$ cat config.mk
export PLATFORM = sky130hd
export DESIGN_NAME = pileup_context_error_counter_unit
export DESIGN_NICKNAME = d
export VERILOG_FILES = /design/src/rtl/pcec_pkg.sv /design/src/rtl/pcec_site_pick.sv /design/src/rtl/pileup_context_error_counter_unit.sv
export SDC_FILE = /design/constraint.sdc
export NUM_CORES = 2
export LEC_CHECK = 0
export BUFFER_PORTS_ARGS = -buffer_cell sky130_fd_sc_hd__buf_2
export CAP_MARGIN = 20
export CORE_MARGIN = 2
export CORE_UTILIZATION = 35
export CTS_CLUSTER_DIAMETER = 40
export DETAILED_ROUTE_END_ITERATION = 10
export SLEW_MARGIN = 20
export SYNTH_ARGS = -nofsm -noshare
export SYNTH_HDL_FRONTEND = slang
export SYNTH_SLANG_ARGS = --single-unit
$ cat constraint.sdc
create_clock -name aclk -period 42.8 [get_ports aclk]
set_clock_uncertainty 0.05 [all_clocks]
set_input_delay 4.28 -clock aclk [delete_from_list [all_inputs] [get_ports aclk]]
set_output_delay 4.28 -clock aclk [all_outputs]
set_load 0.01 [all_outputs]
$ cat src/rtl/pcec_pkg.sv
// Package for the pileup context error counter: widths, codes, counter
// locations and the helper functions used by the top level; the site picker uses its types.
// Depends on nothing.
package pcec_pkg;

    localparam int TALLY_W   = 8;
    localparam int CTR_W     = 32;
    localparam int VALUE_W   = 32;
    localparam int NUM_BASES = 4;
    localparam int NUM_SLOTS = 11;
    localparam int NUM_MINOR = 5;
    localparam int CFG_AW    = 3;
    localparam int CFG_DW    = 32;

    localparam logic [TALLY_W-1:0] MAX_DEPTH        = 8'd255;
    localparam logic [TALLY_W-1:0] TARGET_DEPTH_RST = 8'd10;
    localparam logic [CTR_W-1:0]   CTR_MAX          = '1;

    localparam logic [2:0] BASE_NONE = 3'd4;

    localparam logic [1:0] CLS_MISMATCH = 2'd0;
    localparam logic [1:0] CLS_CLEAN    = 2'd1;
    localparam logic [1:0] CLS_ONE_ERR  = 2'd2;
    localparam logic [1:0] CLS_OTHER    = 2'd3;

    localparam logic [2:0] REGION_NONE    = 3'd0;
    localparam logic [2:0] REGION_MAJOR   = 3'd1;
    localparam logic [2:0] REGION_MINOR   = 3'd2;
    localparam logic [2:0] REGION_CLEAN   = 3'd3;
    localparam logic [2:0] REGION_ONE_ERR = 3'd4;

    localparam logic [3:0] SLOT_MAJOR    = 4'd0;
    localparam logic [3:0] SLOT_CLEAN0   = 4'd1;
    localparam logic [3:0] SLOT_ONE_ERR0 = 4'd6;

    localparam logic [5:0] IDX_MINOR0   = 6'd4;
    localparam logic [5:0] IDX_CLEAN0   = 6'd9;
    localparam logic [5:0] IDX_ONE_ERR0 = 6'd29;
    localparam logic [5:0] IDX_END      = 6'd49;

    localparam logic REG_TARGET_DEPTH = 1'b0;

    typedef logic [TALLY_W-1:0] tally_t;
    typedef tally_t [NUM_BASES-1:0] tally_arr_t;
    typedef logic [NUM_SLOTS-1:0][CTR_W-1:0] row_t;

    typedef struct packed {
        logic [1:0] cls;
        logic [2:0] maj;
        logic [2:0] min;
        logic [2:0] ctx;
    } pick_t;

    typedef struct packed {
        logic [2:0] region;
        logic [1:0] row;
        logic [3:0] slot;
        logic [2:0] minor_addr;
    } loc_t;

    function automatic tally_t tally_inc(tally_t v);
        return (v == MAX_DEPTH) ? v : v + 1'b1;
    endfunction

    function automatic logic [CTR_W-1:0] sat_inc(logic [CTR_W-1:0] v);
        return (v == CTR_MAX) ? v : v + 1'b1;
    endfunction

    // Each row holds the major counter of one base, then its five clean
    // entries, then its five one-error entries.
    function automatic loc_t decode_index(logic [5:0] idx);
        loc_t       loc;
        logic [4:0] k;
        logic [2:0] rem;
        loc = '0;
        loc.region = REGION_NONE;
        k = '0;
        if (idx < IDX_MINOR0) begin
            loc.region = REGION_MAJOR;
            loc.row = idx[1:0];
            loc.slot = SLOT_MAJOR;
        end else if (idx < IDX_CLEAN0) begin
            loc.region = REGION_MINOR;
            loc.minor_addr = 3'(idx - IDX_MINOR0);
        end else if (idx < IDX_ONE_ERR0) begin
            loc.region = REGION_CLEAN;
            k = 5'(idx - IDX_CLEAN0);
        end else if (idx < IDX_END) begin
            loc.region = REGION_ONE_ERR;
            k = 5'(idx - IDX_ONE_ERR0);
        end
        if (k >= 5'd15) begin
            loc.row = 2'd3;
            rem = 3'(k - 5'd15);
        end else if (k >= 5'd10) begin
            loc.row = (loc.region == REGION_MAJOR) ? loc.row : 2'd2;
            rem = 3'(k - 5'd10);
        end else if (k >= 5'd5) begin
            loc.row = 2'd1;
            rem = 3'(k - 5'd5);
        end else begin
            rem = k[2:0];
        end
        if (loc.region == REGION_CLEAN) begin
            loc.slot = SLOT_CLEAN0 + {1'b0, rem};
        end else if (loc.region == REGION_ONE_ERR) begin
            loc.slot = SLOT_ONE_ERR0 + {1'b0, rem};
        end
        return loc;
    endfunction

endpackage

$ cat src/rtl/pcec_site_pick.sv
// Site picker: chooses the major, minor and preceding base of a finished site
// from its tallies and classifies the site against the target depth.
// Depends on pcec_pkg.
module pcec_site_pick (
    input  pcec_pkg::tally_arr_t base_tally,
    input  pcec_pkg::tally_arr_t ctx_tally,
    input  pcec_pkg::tally_t     site_count,
    input  pcec_pkg::tally_t     target_depth,
    output pcec_pkg::pick_t      pick
);

    pcec_pkg::tally_t n_maj;
    pcec_pkg::tally_t n_min;
    pcec_pkg::tally_t n_ctx;
    logic [2:0]       b_maj;
    logic [2:0]       b_min;
    logic [2:0]       b_ctx;
    logic [1:0]       cls;

    always_comb begin
        n_maj = '0;
        n_min = '0;
        n_ctx = '0;
        b_maj = pcec_pkg::BASE_NONE;
        b_min = pcec_pkg::BASE_NONE;
        b_ctx = pcec_pkg::BASE_NONE;
        for (int b = 0; b < pcec_pkg::NUM_BASES; b++) begin
            if (ctx_tally[b] > n_ctx) begin
                n_ctx = ctx_tally[b];
                b_ctx = 3'(b);
            end
            if (base_tally[b] > n_maj) begin
                n_min = n_maj;
                b_min = b_maj;
                n_maj = base_tally[b];
                b_maj = 3'(b);
            end else if (base_tally[b] > n_min) begin
                n_min = base_tally[b];
                b_min = 3'(b);
            end
        end
        cls = pcec_pkg::CLS_OTHER;
        if (b_maj != pcec_pkg::BASE_NONE) begin
            if (n_maj == target_depth && n_min == '0) begin
                cls = pcec_pkg::CLS_CLEAN;
            end else if (({1'b0, n_maj} + 9'd1) == {1'b0, target_depth} &&
                         n_min == pcec_pkg::tally_t'(1)) begin
                cls = pcec_pkg::CLS_ONE_ERR;
            end
        end
        if (site_count != target_depth) begin
            cls = pcec_pkg::CLS_MISMATCH;
            b_maj = pcec_pkg::BASE_NONE;
            b_min = pcec_pkg::BASE_NONE;
            b_ctx = pcec_pkg::BASE_NONE;
        end
    end

    assign pick = '{cls: cls, maj: b_maj, min: b_min, ctx: b_ctx};

endmodule

$ cat src/rtl/pileup_context_error_counter_unit.sv
// Pileup context error counter: site tallies, counter memories with read-modify-write
// and forwarding, and the output register. Depends on pcec_pkg and pcec_site_pick.
// A command or site-end word passes through stage A, stage B and the output register.
// One word per cycle unless m_ready stalls; each memory is read and written once a cycle.
// Reset sets target_depth to 10, clears the site tallies and the per-entry valid bits,
// so every counter reads as zero at once; no clearing pass is needed.
module pileup_context_error_counter_unit (
    input  logic                          aclk,
    input  logic                          aresetn,
    input  logic                          s_valid,
    output logic                          s_ready,
    input  logic                          s_command,
    input  logic [2:0]                    s_base,
    input  logic [2:0]                    s_prev_base,
    input  logic                          s_last_of_site,
    input  logic [5:0]                    s_counter_index,
    output logic                          m_valid,
    input  logic                          m_ready,
    output logic [1:0]                    m_site_class,
    output logic [2:0]                    m_major_base,
    output logic [2:0]                    m_minor_base,
    output logic [2:0]                    m_context_base,
    output logic [pcec_pkg::VALUE_W-1:0]  m_counter_value,
    input  logic                          psel,
    input  logic                          penable,
    input  logic                          pwrite,
    input  logic [pcec_pkg::CFG_AW-1:0]   paddr,
    input  logic [pcec_pkg::CFG_DW-1:0]   pwdata,
    output logic [pcec_pkg::CFG_DW-1:0]   prdata,
    output logic                          pready
);

    pcec_pkg::tally_t     target_depth_reg;
    logic                 cfg_wr;

    pcec_pkg::tally_t     cnt_reg;
    pcec_pkg::tally_arr_t bt_reg;
    pcec_pkg::tally_arr_t ct_reg;
    pcec_pkg::tally_t     cnt_next;
    pcec_pkg::tally_arr_t bt_next;
    pcec_pkg::tally_arr_t ct_next;
    logic                 base_ok;
    logic                 prev_ok;

    logic                 out_free;
    logic                 b_free;
    logic                 a_free;
    logic                 a_adv;
    logic                 b_adv;
    logic                 s_acc;
    logic                 a_load;

    logic                 a_valid_reg;
    logic                 a_cmd_reg;
    pcec_pkg::tally_t     a_cnt_reg;
    pcec_pkg::tally_arr_t a_bt_reg;
    pcec_pkg::tally_arr_t a_ct_reg;
    pcec_pkg::loc_t       a_loc_reg;
    pcec_pkg::pick_t      a_pick;
    logic [1:0]           row_ra;
    logic [2:0]           min_ra;

    logic                 b_valid_reg;
    logic                 b_cmd_reg;
    pcec_pkg::pick_t      b_pick_reg;
    pcec_pkg::loc_t       b_loc_reg;
    logic [1:0]           b_row_addr_reg;
    logic [2:0]           b_min_addr_reg;

    pcec_pkg::row_t       row_mem [pcec_pkg::NUM_BASES];
    logic [pcec_pkg::CTR_W-1:0] min_mem [pcec_pkg::NUM_MINOR];
    logic [pcec_pkg::NUM_BASES-1:0] row_vld_reg;
    logic [pcec_pkg::NUM_MINOR-1:0] min_vld_reg;
    pcec_pkg::row_t       row_rd_reg;
    logic                 row_rd_vld_reg;
    logic [pcec_pkg::CTR_W-1:0] min_rd_reg;
    logic                 min_rd_vld_reg;

    logic                 fwd_row_vld_reg;
    logic [1:0]           fwd_row_addr_reg;
    pcec_pkg::row_t       fwd_row_data_reg;
    logic                 fwd_min_vld_reg;
    logic [2:0]           fwd_min_addr_reg;
    logic [pcec_pkg::CTR_W-1:0] fwd_min_data_reg;

    pcec_pkg::row_t       row_cur;
    pcec_pkg::row_t       row_new;
    logic [pcec_pkg::CTR_W-1:0] min_cur;
    logic [pcec_pkg::CTR_W-1:0] min_new;
    logic [pcec_pkg::CTR_W-1:0] cmd_val;
    logic [3:0]           tbl_slot;
    logic                 b_scored;
    logic                 row_we;
    logic                 min_we;

    logic                 m_valid_reg;
    logic [1:0]           m_site_class_reg;
    logic [2:0]           m_major_base_reg;
    logic [2:0]           m_minor_base_reg;
    logic [2:0]           m_context_base_reg;
    logic [pcec_pkg::VALUE_W-1:0] m_counter_value_reg;

    // Configuration port.
    assign cfg_wr = psel && penable && pwrite;
    assign pready = 1'b1;
    assign prdata = (paddr[2] == pcec_pkg::REG_TARGET_DEPTH) ?
                    pcec_pkg::CFG_DW'(target_depth_reg) : '0;

    always_ff @(posedge aclk) begin
        if (!aresetn) begin
            target_depth_reg <= pcec_pkg::TARGET_DEPTH_RST;
        end else if (cfg_wr && paddr[2] == pcec_pkg::REG_TARGET_DEPTH) begin
            target_depth_reg <= pwdata[pcec_pkg::TALLY_W-1:0];
        end
    end

    // Pipeline flow.
    assign out_free = !m_valid_reg || m_ready;
    assign b_free   = !b_valid_reg || out_free;
    assign a_adv    = a_valid_reg && b_free;
    assign b_adv    = b_valid_reg && out_free;
    assign a_free   = !a_valid_reg || b_free;
    assign s_ready  = a_free;
    assign s_acc    = s_valid && a_free;
    assign a_load   = s_acc && (s_command || s_last_of_site);

    // Site tallies including the word being accepted.
    assign base_ok = (s_base < 3'd4);
    assign prev_ok = (s_prev_base < 3'd4);

    always_comb begin
        cnt_next = pcec_pkg::tally_inc(cnt_reg);
        for (int b = 0; b < pcec_pkg::NUM_BASES; b++) begin
            bt_next[b] = (base_ok && s_base[1:0] == 2'(b)) ?
                         pcec_pkg::tally_inc(bt_reg[b]) : bt_reg[b];
            ct_next[b] = (base_ok && prev_ok && s_prev_base[1:0] == 2'(b)) ?
                         pcec_pkg::tally_inc(ct_reg[b]) : ct_reg[b];
        end
    end

    always_ff @(posedge aclk) begin
        if (!aresetn) begin
            cnt_reg <= '0;
            bt_reg <= '0;
            ct_reg <= '0;
        end else if (s_acc && !s_command) begin
            if (s_last_of_site) begin
                cnt_reg <= '0;
                bt_reg <= '0;
                ct_reg <= '0;
            end else begin
                cnt_reg <= cnt_next;
                bt_reg <= bt_next;
                ct_reg <= ct_next;
            end
        end
    end

    // Stage A: finished site or counter read command.
    always_ff @(posedge aclk) begin
        if (!aresetn) begin
            a_valid_reg <= 1'b0;
        end else if (a_load) begin
            a_valid_reg <= 1'b1;
        end else if (a_adv) begin
            a_valid_reg <= 1'b0;
        end
    end

    always_ff @(posedge aclk) begin
        if (a_load) begin
            a_cmd_reg <= s_command;
            a_cnt_reg <= cnt_next;
            a_bt_reg <= bt_next;
            a_ct_reg <= ct_next;
            a_loc_reg <= pcec_pkg::decode_index(s_counter_index);
        end
    end

    pcec_site_pick u_pick (
        .base_tally   (a_bt_reg),
        .ctx_tally    (a_ct_reg),
        .site_count   (a_cnt_reg),
        .target_depth (target_depth_reg),
        .pick         (a_pick)
    );

    assign row_ra = a_cmd_reg ? a_loc_reg.row : a_pick.maj[1:0];
    assign min_ra = a_cmd_reg ? a_loc_reg.minor_addr : a_pick.min;

    // Counter memories: read as stage A moves on, written back from stage B.
    always_ff @(posedge aclk) begin
        if (a_adv) begin
            row_rd_reg <= row_mem[row_ra];
            row_rd_vld_reg <= row_vld_reg[row_ra];
            min_rd_reg <= min_mem[min_ra];
            min_rd_vld_reg <= min_vld_reg[min_ra];
        end
        if (row_we) begin
            row_mem[b_row_addr_reg] <= row_new;
        end
        if (min_we) begin
            min_mem[b_min_addr_reg] <= min_new;
        end
    end

    always_ff @(posedge aclk) begin
        if (!aresetn) begin
            row_vld_reg <= '0;
            min_vld_reg <= '0;
            fwd_row_vld_reg <= 1'b0;
            fwd_min_vld_reg <= 1'b0;
        end else begin
            if (row_we) begin
                row_vld_reg[b_row_addr_reg] <= 1'b1;
                fwd_row_vld_reg <= 1'b1;
            end
            if (min_we) begin
                min_vld_reg[b_min_addr_reg] <= 1'b1;
                fwd_min_vld_reg <= 1'b1;
            end
        end
    end

    always_ff @(posedge aclk) begin
        if (row_we) begin
            fwd_row_addr_reg <= b_row_addr_reg;
            fwd_row_data_reg <= row_new;
        end
        if (min_we) begin
            fwd_min_addr_reg <= b_min_addr_reg;
            fwd_min_data_reg <= min_new;
        end
    end

    // Stage B: counter update and result assembly.
    always_ff @(posedge aclk) begin
        if (!aresetn) begin
            b_valid_reg <= 1'b0;
        end else if (a_adv) begin
            b_valid_reg <= 1'b1;
        end else if (b_adv) begin
            b_valid_reg <= 1'b0;
        end
    end

    always_ff @(posedge aclk) begin
        if (a_adv) begin
            b_cmd_reg <= a_cmd_reg;
            b_pick_reg <= a_pick;
            b_loc_reg <= a_loc_reg;
            b_row_addr_reg <= row_ra;
            b_min_addr_reg <= min_ra;
        end
    end

    // The newest write to an entry wins over the memory's read data.
    always_comb begin
        if (fwd_row_vld_reg && fwd_row_addr_reg == b_row_addr_reg) begin
            row_cur = fwd_row_data_reg;
        end else begin
            row_cur = row_rd_vld_reg ? row_rd_reg : '0;
        end
        if (fwd_min_vld_reg && fwd_min_addr_reg == b_min_addr_reg) begin
            min_cur = fwd_min_data_reg;
        end else begin
            min_cur = min_rd_vld_reg ? min_rd_reg : '0;
        end
    end

    assign tbl_slot = ((b_pick_reg.cls == pcec_pkg::CLS_CLEAN) ?
                       pcec_pkg::SLOT_CLEAN0 : pcec_pkg::SLOT_ONE_ERR0) +
                      {1'b0, b_pick_reg.ctx};

    always_comb begin
        row_new = row_cur;
        row_new[pcec_pkg::SLOT_MAJOR] = pcec_pkg::sat_inc(row_cur[pcec_pkg::SLOT_MAJOR]);
        if (b_pick_reg.cls == pcec_pkg::CLS_CLEAN || b_pick_reg.cls == pcec_pkg::CLS_ONE_ERR) begin
            row_new[tbl_slot] = pcec_pkg::sat_inc(row_cur[tbl_slot]);
        end
    end

    assign min_new  = pcec_pkg::sat_inc(min_cur);
    assign b_scored = !b_cmd_reg && (b_pick_reg.cls != pcec_pkg::CLS_MISMATCH);
    assign row_we   = b_adv && b_scored && (b_pick_reg.maj != pcec_pkg::BASE_NONE);
    assign min_we   = b_adv && b_scored;

    always_comb begin
        unique case (b_loc_reg.region)
            pcec_pkg::REGION_MINOR: begin
                cmd_val = min_cur;
            end
            pcec_pkg::REGION_MAJOR, pcec_pkg::REGION_CLEAN, pcec_pkg::REGION_ONE_ERR: begin
                cmd_val = row_cur[b_loc_reg.slot];
            end
            default: begin
                cmd_val = '0;
            end
        endcase
    end

    // Output register.
    always_ff @(posedge aclk) begin
        if (!aresetn) begin
            m_valid_reg <= 1'b0;
        end else if (b_adv) begin
            m_valid_reg <= 1'b1;
        end else if (m_ready) begin
            m_valid_reg <= 1'b0;
        end
    end

    always_ff @(posedge aclk) begin
        if (b_adv) begin
            if (b_cmd_reg) begin
                m_site_class_reg <= pcec_pkg::CLS_MISMATCH;
                m_major_base_reg <= pcec_pkg::BASE_NONE;
                m_minor_base_reg <= pcec_pkg::BASE_NONE;
                m_context_base_reg <= pcec_pkg::BASE_NONE;
                m_counter_value_reg <= cmd_val[pcec_pkg::VALUE_W-1:0];
            end else begin
                m_site_class_reg <= b_pick_reg.cls;
                m_major_base_reg <= b_pick_reg.maj;
                m_minor_base_reg <= b_pick_reg.min;
                m_context_base_reg <= b_pick_reg.ctx;
                m_counter_value_reg <= '0;
            end
        end
    end

    assign m_valid         = m_valid_reg;
    assign m_site_class    = m_site_class_reg;
    assign m_major_base    = m_major_base_reg;
    assign m_minor_base    = m_minor_base_reg;
    assign m_context_base  = m_context_base_reg;
    assign m_counter_value = m_counter_value_reg;

`ifndef SYNTHESIS
    a_load_enters_stage: assert property (@(posedge aclk) disable iff (!aresetn)
        (s_valid && s_ready && (s_command || s_last_of_site)) |=> a_valid_reg)
        else $error("accepted command or site end did not enter stage A");

    a_scored_has_major: assert property (@(posedge aclk) disable iff (!aresetn)
        (m_valid_reg && (m_site_class_reg == pcec_pkg::CLS_CLEAN ||
                         m_site_class_reg == pcec_pkg::CLS_ONE_ERR))
        |-> (m_major_base_reg != pcec_pkg::BASE_NONE))
        else $error("clean or one-error site without a major base");

    a_site_value_zero: assert property (@(posedge aclk) disable iff (!aresetn)
        (m_valid_reg && m_site_class_reg != pcec_pkg::CLS_MISMATCH)
        |-> (m_counter_value_reg == '0))
        else $error("scored site word carries a counter value");

    a_row_write_marks_valid: assert property (@(posedge aclk) disable iff (!aresetn)
        row_we |=> row_vld_reg[$past(b_row_addr_reg)])
        else $error("written counter row not marked valid");
`endif

endmodule
-- Word level (Yosys, flattened, before mapping)
Memories as Yosys holds them, arrays and structs flattened. A register that Yosys moved wholly into a read port is not among the register bits.
Cells that the tools add are included.
- flip-flop bits (word level): 637
- RAM bits: 1568
- input port bits: 56
- output and inout bits: 78
- memories: 2
- add/sub/neg operators: 22
- $lt $le $gt $ge: 29
- equal/unequal tests: 35
- muxes and demuxes: 110
- bitwise gates (word level): 4
- reductions and logical operators: 46
- memories (memory ; words ; width ; read ports ; clocked after Yosys merged registers in ; wr ports ; line ; RTL):
    row_mem ; 4 ; 352 ; 1 ; 1 ; 1 ; pileup_context_error_counter_unit.sv:70 ; pcec_pkg::row_t row_mem [pcec_pkg::NUM_BASES];
    min_mem ; 5 ; 32 ; 1 ; 1 ; 1 ; pileup_context_error_counter_unit.sv:71 ; logic [pcec_pkg::CTR_W-1:0] min_mem [pcec_pkg::NUM_MINOR];
- operators with widths (cell ; number):
    2-to-1 mux 352 bit ; 3
    bitwise mux 352 bit ; 1
    2-to-1 mux 32 bit ; 10
    binary-select mux 32 bit (select 4 bit) ; 2
    2-to-1 mux 8 bit ; 32
    demux 32 bit (select 4 bit) ; 1
    adder 32 x 1 -> 32 bit (second input constant) ; 3
    == test 32 bit (second input constant) ; 3
    2-to-1 mux 3 bit ; 26
    adder 8 x 1 -> 8 bit (second input constant) ; 9
    == test 8 bit (second input constant) ; 9
    > comparator 8 bit ; 8
    case mux 32 bit (2 select lines) ; 1
    logical AND 1 bit ; 27
    2-to-1 mux 5 bit ; 5
    > comparator 8 x 1 -> 1 bit (second input constant) ; 3
    2-to-1 mux 1 bit ; 15
    2-to-1 mux 2 bit ; 7
    == test 2 bit (second input constant) ; 5
    greater-or-equal comparator 5 x 4 -> 1 bit (second input constant) ; 2
    < comparator 4 x 5 -> 1 bit (second input constant) ; 2
    adder 8 x 1 -> 9 bit (second input constant) ; 1
    == test 3 x 2 -> 1 bit (second input constant) ; 3
    == test 9 x 8 -> 1 bit ; 1
    43 further kinds ; 67

-- Logic depth before layout (Yosys ltp)
- word-level depth: 15
- mapped depth: 36
- depth with buffers taken out: 31

-- By module
From an unflattened synthesis, not the netlist that was laid out.
- cell total of the unflattened synthesis: 9546
- area, all modules: 116406.6 um2
- by module, submodules not included (module ; times used ; cells each ; area each (um2) ; sequential area each (um2)):
    pileup_context_error_counter_unit ; 1 ; 9087 ; 113032.2 ; 76803.7
    pcec_site_pick ; 1 ; 459 ; 3374.5 ; 0.0

-- Worst setup path before layout
No wires, ideal clock.
- kind: input port to flip-flop
- start: in m_ready
- end: mem row_mem[1][0] (netlist bit) (enable)
- library setup time: 1072 ps
- arrival: 37609 ps
- required time: 41678 ps
- slack: 4069 ps
- stages: 7
- path through: nor2b_1 -> nand2b_1 -> or3_1 -> clkbuf_1 -> a21oi_1 -> nand2_1 -> nor2_1
- cells in the longest elaborated chain, start to end: 6
- RTL lines (what ; line ; RTL):
    start, declared ; pileup_context_error_counter_unit.sv:18 ; input logic m_ready,
    logical OR 1 bit ; pileup_context_error_counter_unit.sv:118 ; assign out_free = !m_valid_reg || m_ready;
    logical AND 1 bit ; pileup_context_error_counter_unit.sv:121 ; assign b_adv = b_valid_reg && out_free;
    logical AND 1 bit (2 in series) ; pileup_context_error_counter_unit.sv:285 ; assign row_we = b_adv && b_scored && (b_pick_reg.maj != pcec_pkg::BASE_NONE);
    via row_we ; pileup_context_error_counter_unit.sv:93 ; logic row_we;
    2-to-1 mux 1 bit ; pileup_context_error_counter_unit.sv:199 ; if (row_we) begin
    2-to-1 mux 1 bit (implied by the code) ; pileup_context_error_counter_unit.sv:200 ; row_mem[b_row_addr_reg] <= row_new;
    end, declared ; pileup_context_error_counter_unit.sv:70 ;
The timed path passes the listed nets, and every way through them passes these cells.

==> impl_metrics.env <==
export IMPL_status="complete, no violations"
export IMPL_post_place_ws_ps=31510
export IMPL_fin_crit_sh_pct=26.2
export IMPL_power_switching_mw=1.64
export IMPL_irDropWorstVdd_mv=0.0386
export IMPL_maxCapViolCount=0
export IMPL_crit_path_start="a_bt_reg[9]$_DFFE_PP_"
export IMPL_tightest_slew_ps=1320
export IMPL_vias_per_cell=5.81
export IMPL_fmax_mhz=89.2
export IMPL_drtPass1Iterations=6
export IMPL_syn_inst=9074
export IMPL_ant_nets=0
export IMPL_dieWidth_um=580
export IMPL_rsz0062_at_grt="no"
export IMPL_hp_start="a_loc_reg[4]$_DFFE_PP_"
export IMPL_die_h_um=580
export IMPL_crit_fanout=179
export IMPL_fin_tns_setup_ps=0
export IMPL_slew_viol_final=0
export IMPL_power_clock_fraction_pct=47.9
export IMPL_cts_hold_buffers=0
export IMPL_synthTopCellsByCount="edfxtp_1, nand2_1, a31oi_1"
export IMPL_ys_flop_type="edfxtp_1"
export IMPL_gr_total_overflow=0
export IMPL_post_cts_buffers=0
export IMPL_synth_edf_count=2495
export IMPL_vias=80000
export IMPL_ys_ff_latch=2589
export IMPL_layout_drive_gt1_share_pct=12.4
export IMPL_cts_made_buffers=382
export IMPL_power_leakage_nw=45.1
export IMPL_slew_headroom_pct=11.8
export IMPL_synth_area_leaders="edfxtp_1, nand2_1, a31oi_1"
export IMPL_cp_end_kind="flip-flop"
export IMPL_cts_root_buf="clkbuf_16"
export IMPL_hold_path_class="flip-flop to flip-flop"
export IMPL_rows=211
export IMPL_start_util_pct=35.1
export IMPL_utilization_pct=40.7
export IMPL_setup_ws_ps=31580
export IMPL_ff2ff_setup_slack_ps=31580
export IMPL_grt_pass1_vias=78200
export IMPL_synth_distinct_cells=93
export IMPL_routabilityCongestion=0.856
export IMPL_ctsResizeCount=0
export IMPL_port_buffers=82
export IMPL_yosysWarnings=0
export IMPL_synth_top_area_share_pct=64.6
export IMPL_synth_most_common_cell="edfxtp_1"
export IMPL_dieArea_um2=336000
export IMPL_postSynth_asyncResetShare_pct=0
export IMPL_wl_per_cell_um=25.7
export IMPL_dp_final_hpwl_um=203000
export IMPL_cp_start_kind="flip-flop"
export IMPL_hold_viol_final=0
export IMPL_cp_slowest_cell="buf_4"
export IMPL_largest_register_ffs=1408
export IMPL_setup_worst_path_class="flip-flop to flip-flop"
export IMPL_clock_latency_ps=950
export IMPL_antenna_found_initial=27
export IMPL_rr_startpoint="a_bt_reg[9]$_DFFE_PP_"
export IMPL_netlist_area_um2=116000
export IMPL_seqPwrFrac_pct=43.2
export IMPL_tritoncts="built"
export IMPL_area_delta_synth_final_pct=15.8
export IMPL_hold_ws_ps=374
export IMPL_clk_pin_slew_worst_paths_ps=50
export IMPL_ys_seq_area_share_pct=66.2
export IMPL_layout_min_cycle_time_ps=11220
export IMPL_cts_sink_count=2589
export IMPL_wl_um=354000
export IMPL_grt_usage_pct=20.3
export IMPL_drtIter0Drc=9852
export IMPL_finalSetupViolCount=0
export IMPL_grt_max_degree=200
export IMPL_layout_nets=9227
export IMPL_combPwrFrac_pct=8.9
export IMPL_h_tree_depth=5
export IMPL_io_pins=134
export IMPL_max_stage_delay_ps=870
export IMPL_drc=0
export IMPL_power_total_mw=6.61
export IMPL_cts_buffer_depth=4
export IMPL_critical_path_required_ps=43360
export IMPL_yosysTopAreaCell="edfxtp_1"
export IMPL_cp_arrival_ps=11780
export IMPL_internal_power_mw=4.97
export IMPL_core_area_um2=330000
export IMPL_syn_area_per_cell_um2=12.8
export IMPL_switching_share_pct=24.9
export IMPL_cellPowerDensity_nw_per_um2=49.2
export IMPL_grt_pass1_wl_um=517000
## cell usage in the layout, fill, tap and decap left out, drive strengths merged, types with 70 or more instances in the layout
cell type,synthesis,routed
xnor2,99,99
a21oi,488,488
and3,121,121
ha,92,92
o21ai,186,186
a211oi,384,384
clkinv,3,128
nand4,70,70
mux4,98,98
nand3,145,145
dfxtp,94,94
a22oi,84,84
edfxtp,2495,2495
and2,450,450
mux2i,316,316
nand2,1281,1281
nor2b,99,99
inv,73,146
a31oi,606,606
nor2,432,432
clkbuf,500,420
buf,207,304
## cell type report
class                           instances  area, um^2
Timing Repair Buffer                  304        2260
Tap cell                             4366        5460
Clock buffer                          420        9780
Multi-Input combinational cell       5725       36500
Inverter                               76         302
Clock inverter                        278        3270
Sequential cell                      2589       76800
Fill cell                           30200      196000
Antenna cell                           12        30.0
## critical path, delay by kind of cell, from the launching register on
family                   cells  cell delay (ps)
AO/OA/AOI/OAI               11             2930
buffers and inverters        6             3500
AND/OR/NAND/NOR              8             1990
adder cells (fa/ha/maj)      3             1000
multiplexers                 1              630
flip-flops                   1              510
## cells by family after synthesis
logic type / share of synthesized area (%)
compound gates: 12.1
xor+xnor: 1.25
fa+ha+maj: 1.01
buf+inv: 2.87
flops: 66.2
mux: 4.93
other cells: 0.00647
simple gates: 11.7
## final timing paths
kind                                to  cells after the start
max          row_rd_reg[180]$_DFFE_PP_                     29
min             b_loc_reg[4]$_DFFE_PP_                      0
max reg2reg  row_rd_reg[180]$_DFFE_PP_                     29
min reg2reg     b_loc_reg[4]$_DFFE_PP_                      0
## power by group through the flow
stage	logic (mW)	registers, mW	clock network [mW]
3_5_place_dp	0.578	2.91	0
4_1_cts	0.581	2.85	3.20
5_1_grt	0.637	2.86	3.31
3_3_place_gp	0.561	2.91	0
2_1_floorplan	0.396	2.92	0
6_report	0.587	2.86	3.17
## per-stage QoR
step / std cells / instance area (um^2)
6_report: 13800 / 134000
5_1_grt: 13800 / 134000
4_1_cts: 13800 / 134000
3_5_place_dp: 13100 / 121000
3_3_place_gp: 13100 / 121000
2_1_floorplan: 9097 / 116000
## per-layer routing
metal | global-route usage [%] | vias to the layer above | wire length, um
met2 | 32.5 | 4223 | 163000
met4 | 9.29 | 14 | 17000
met5 | 0 | - | 98
met3 | 3.87 | 846 | 33300
li1 | - | 34700 | -
met1 | 26.6 | 40200 | 141000
(Power assumes the default switching activity.)
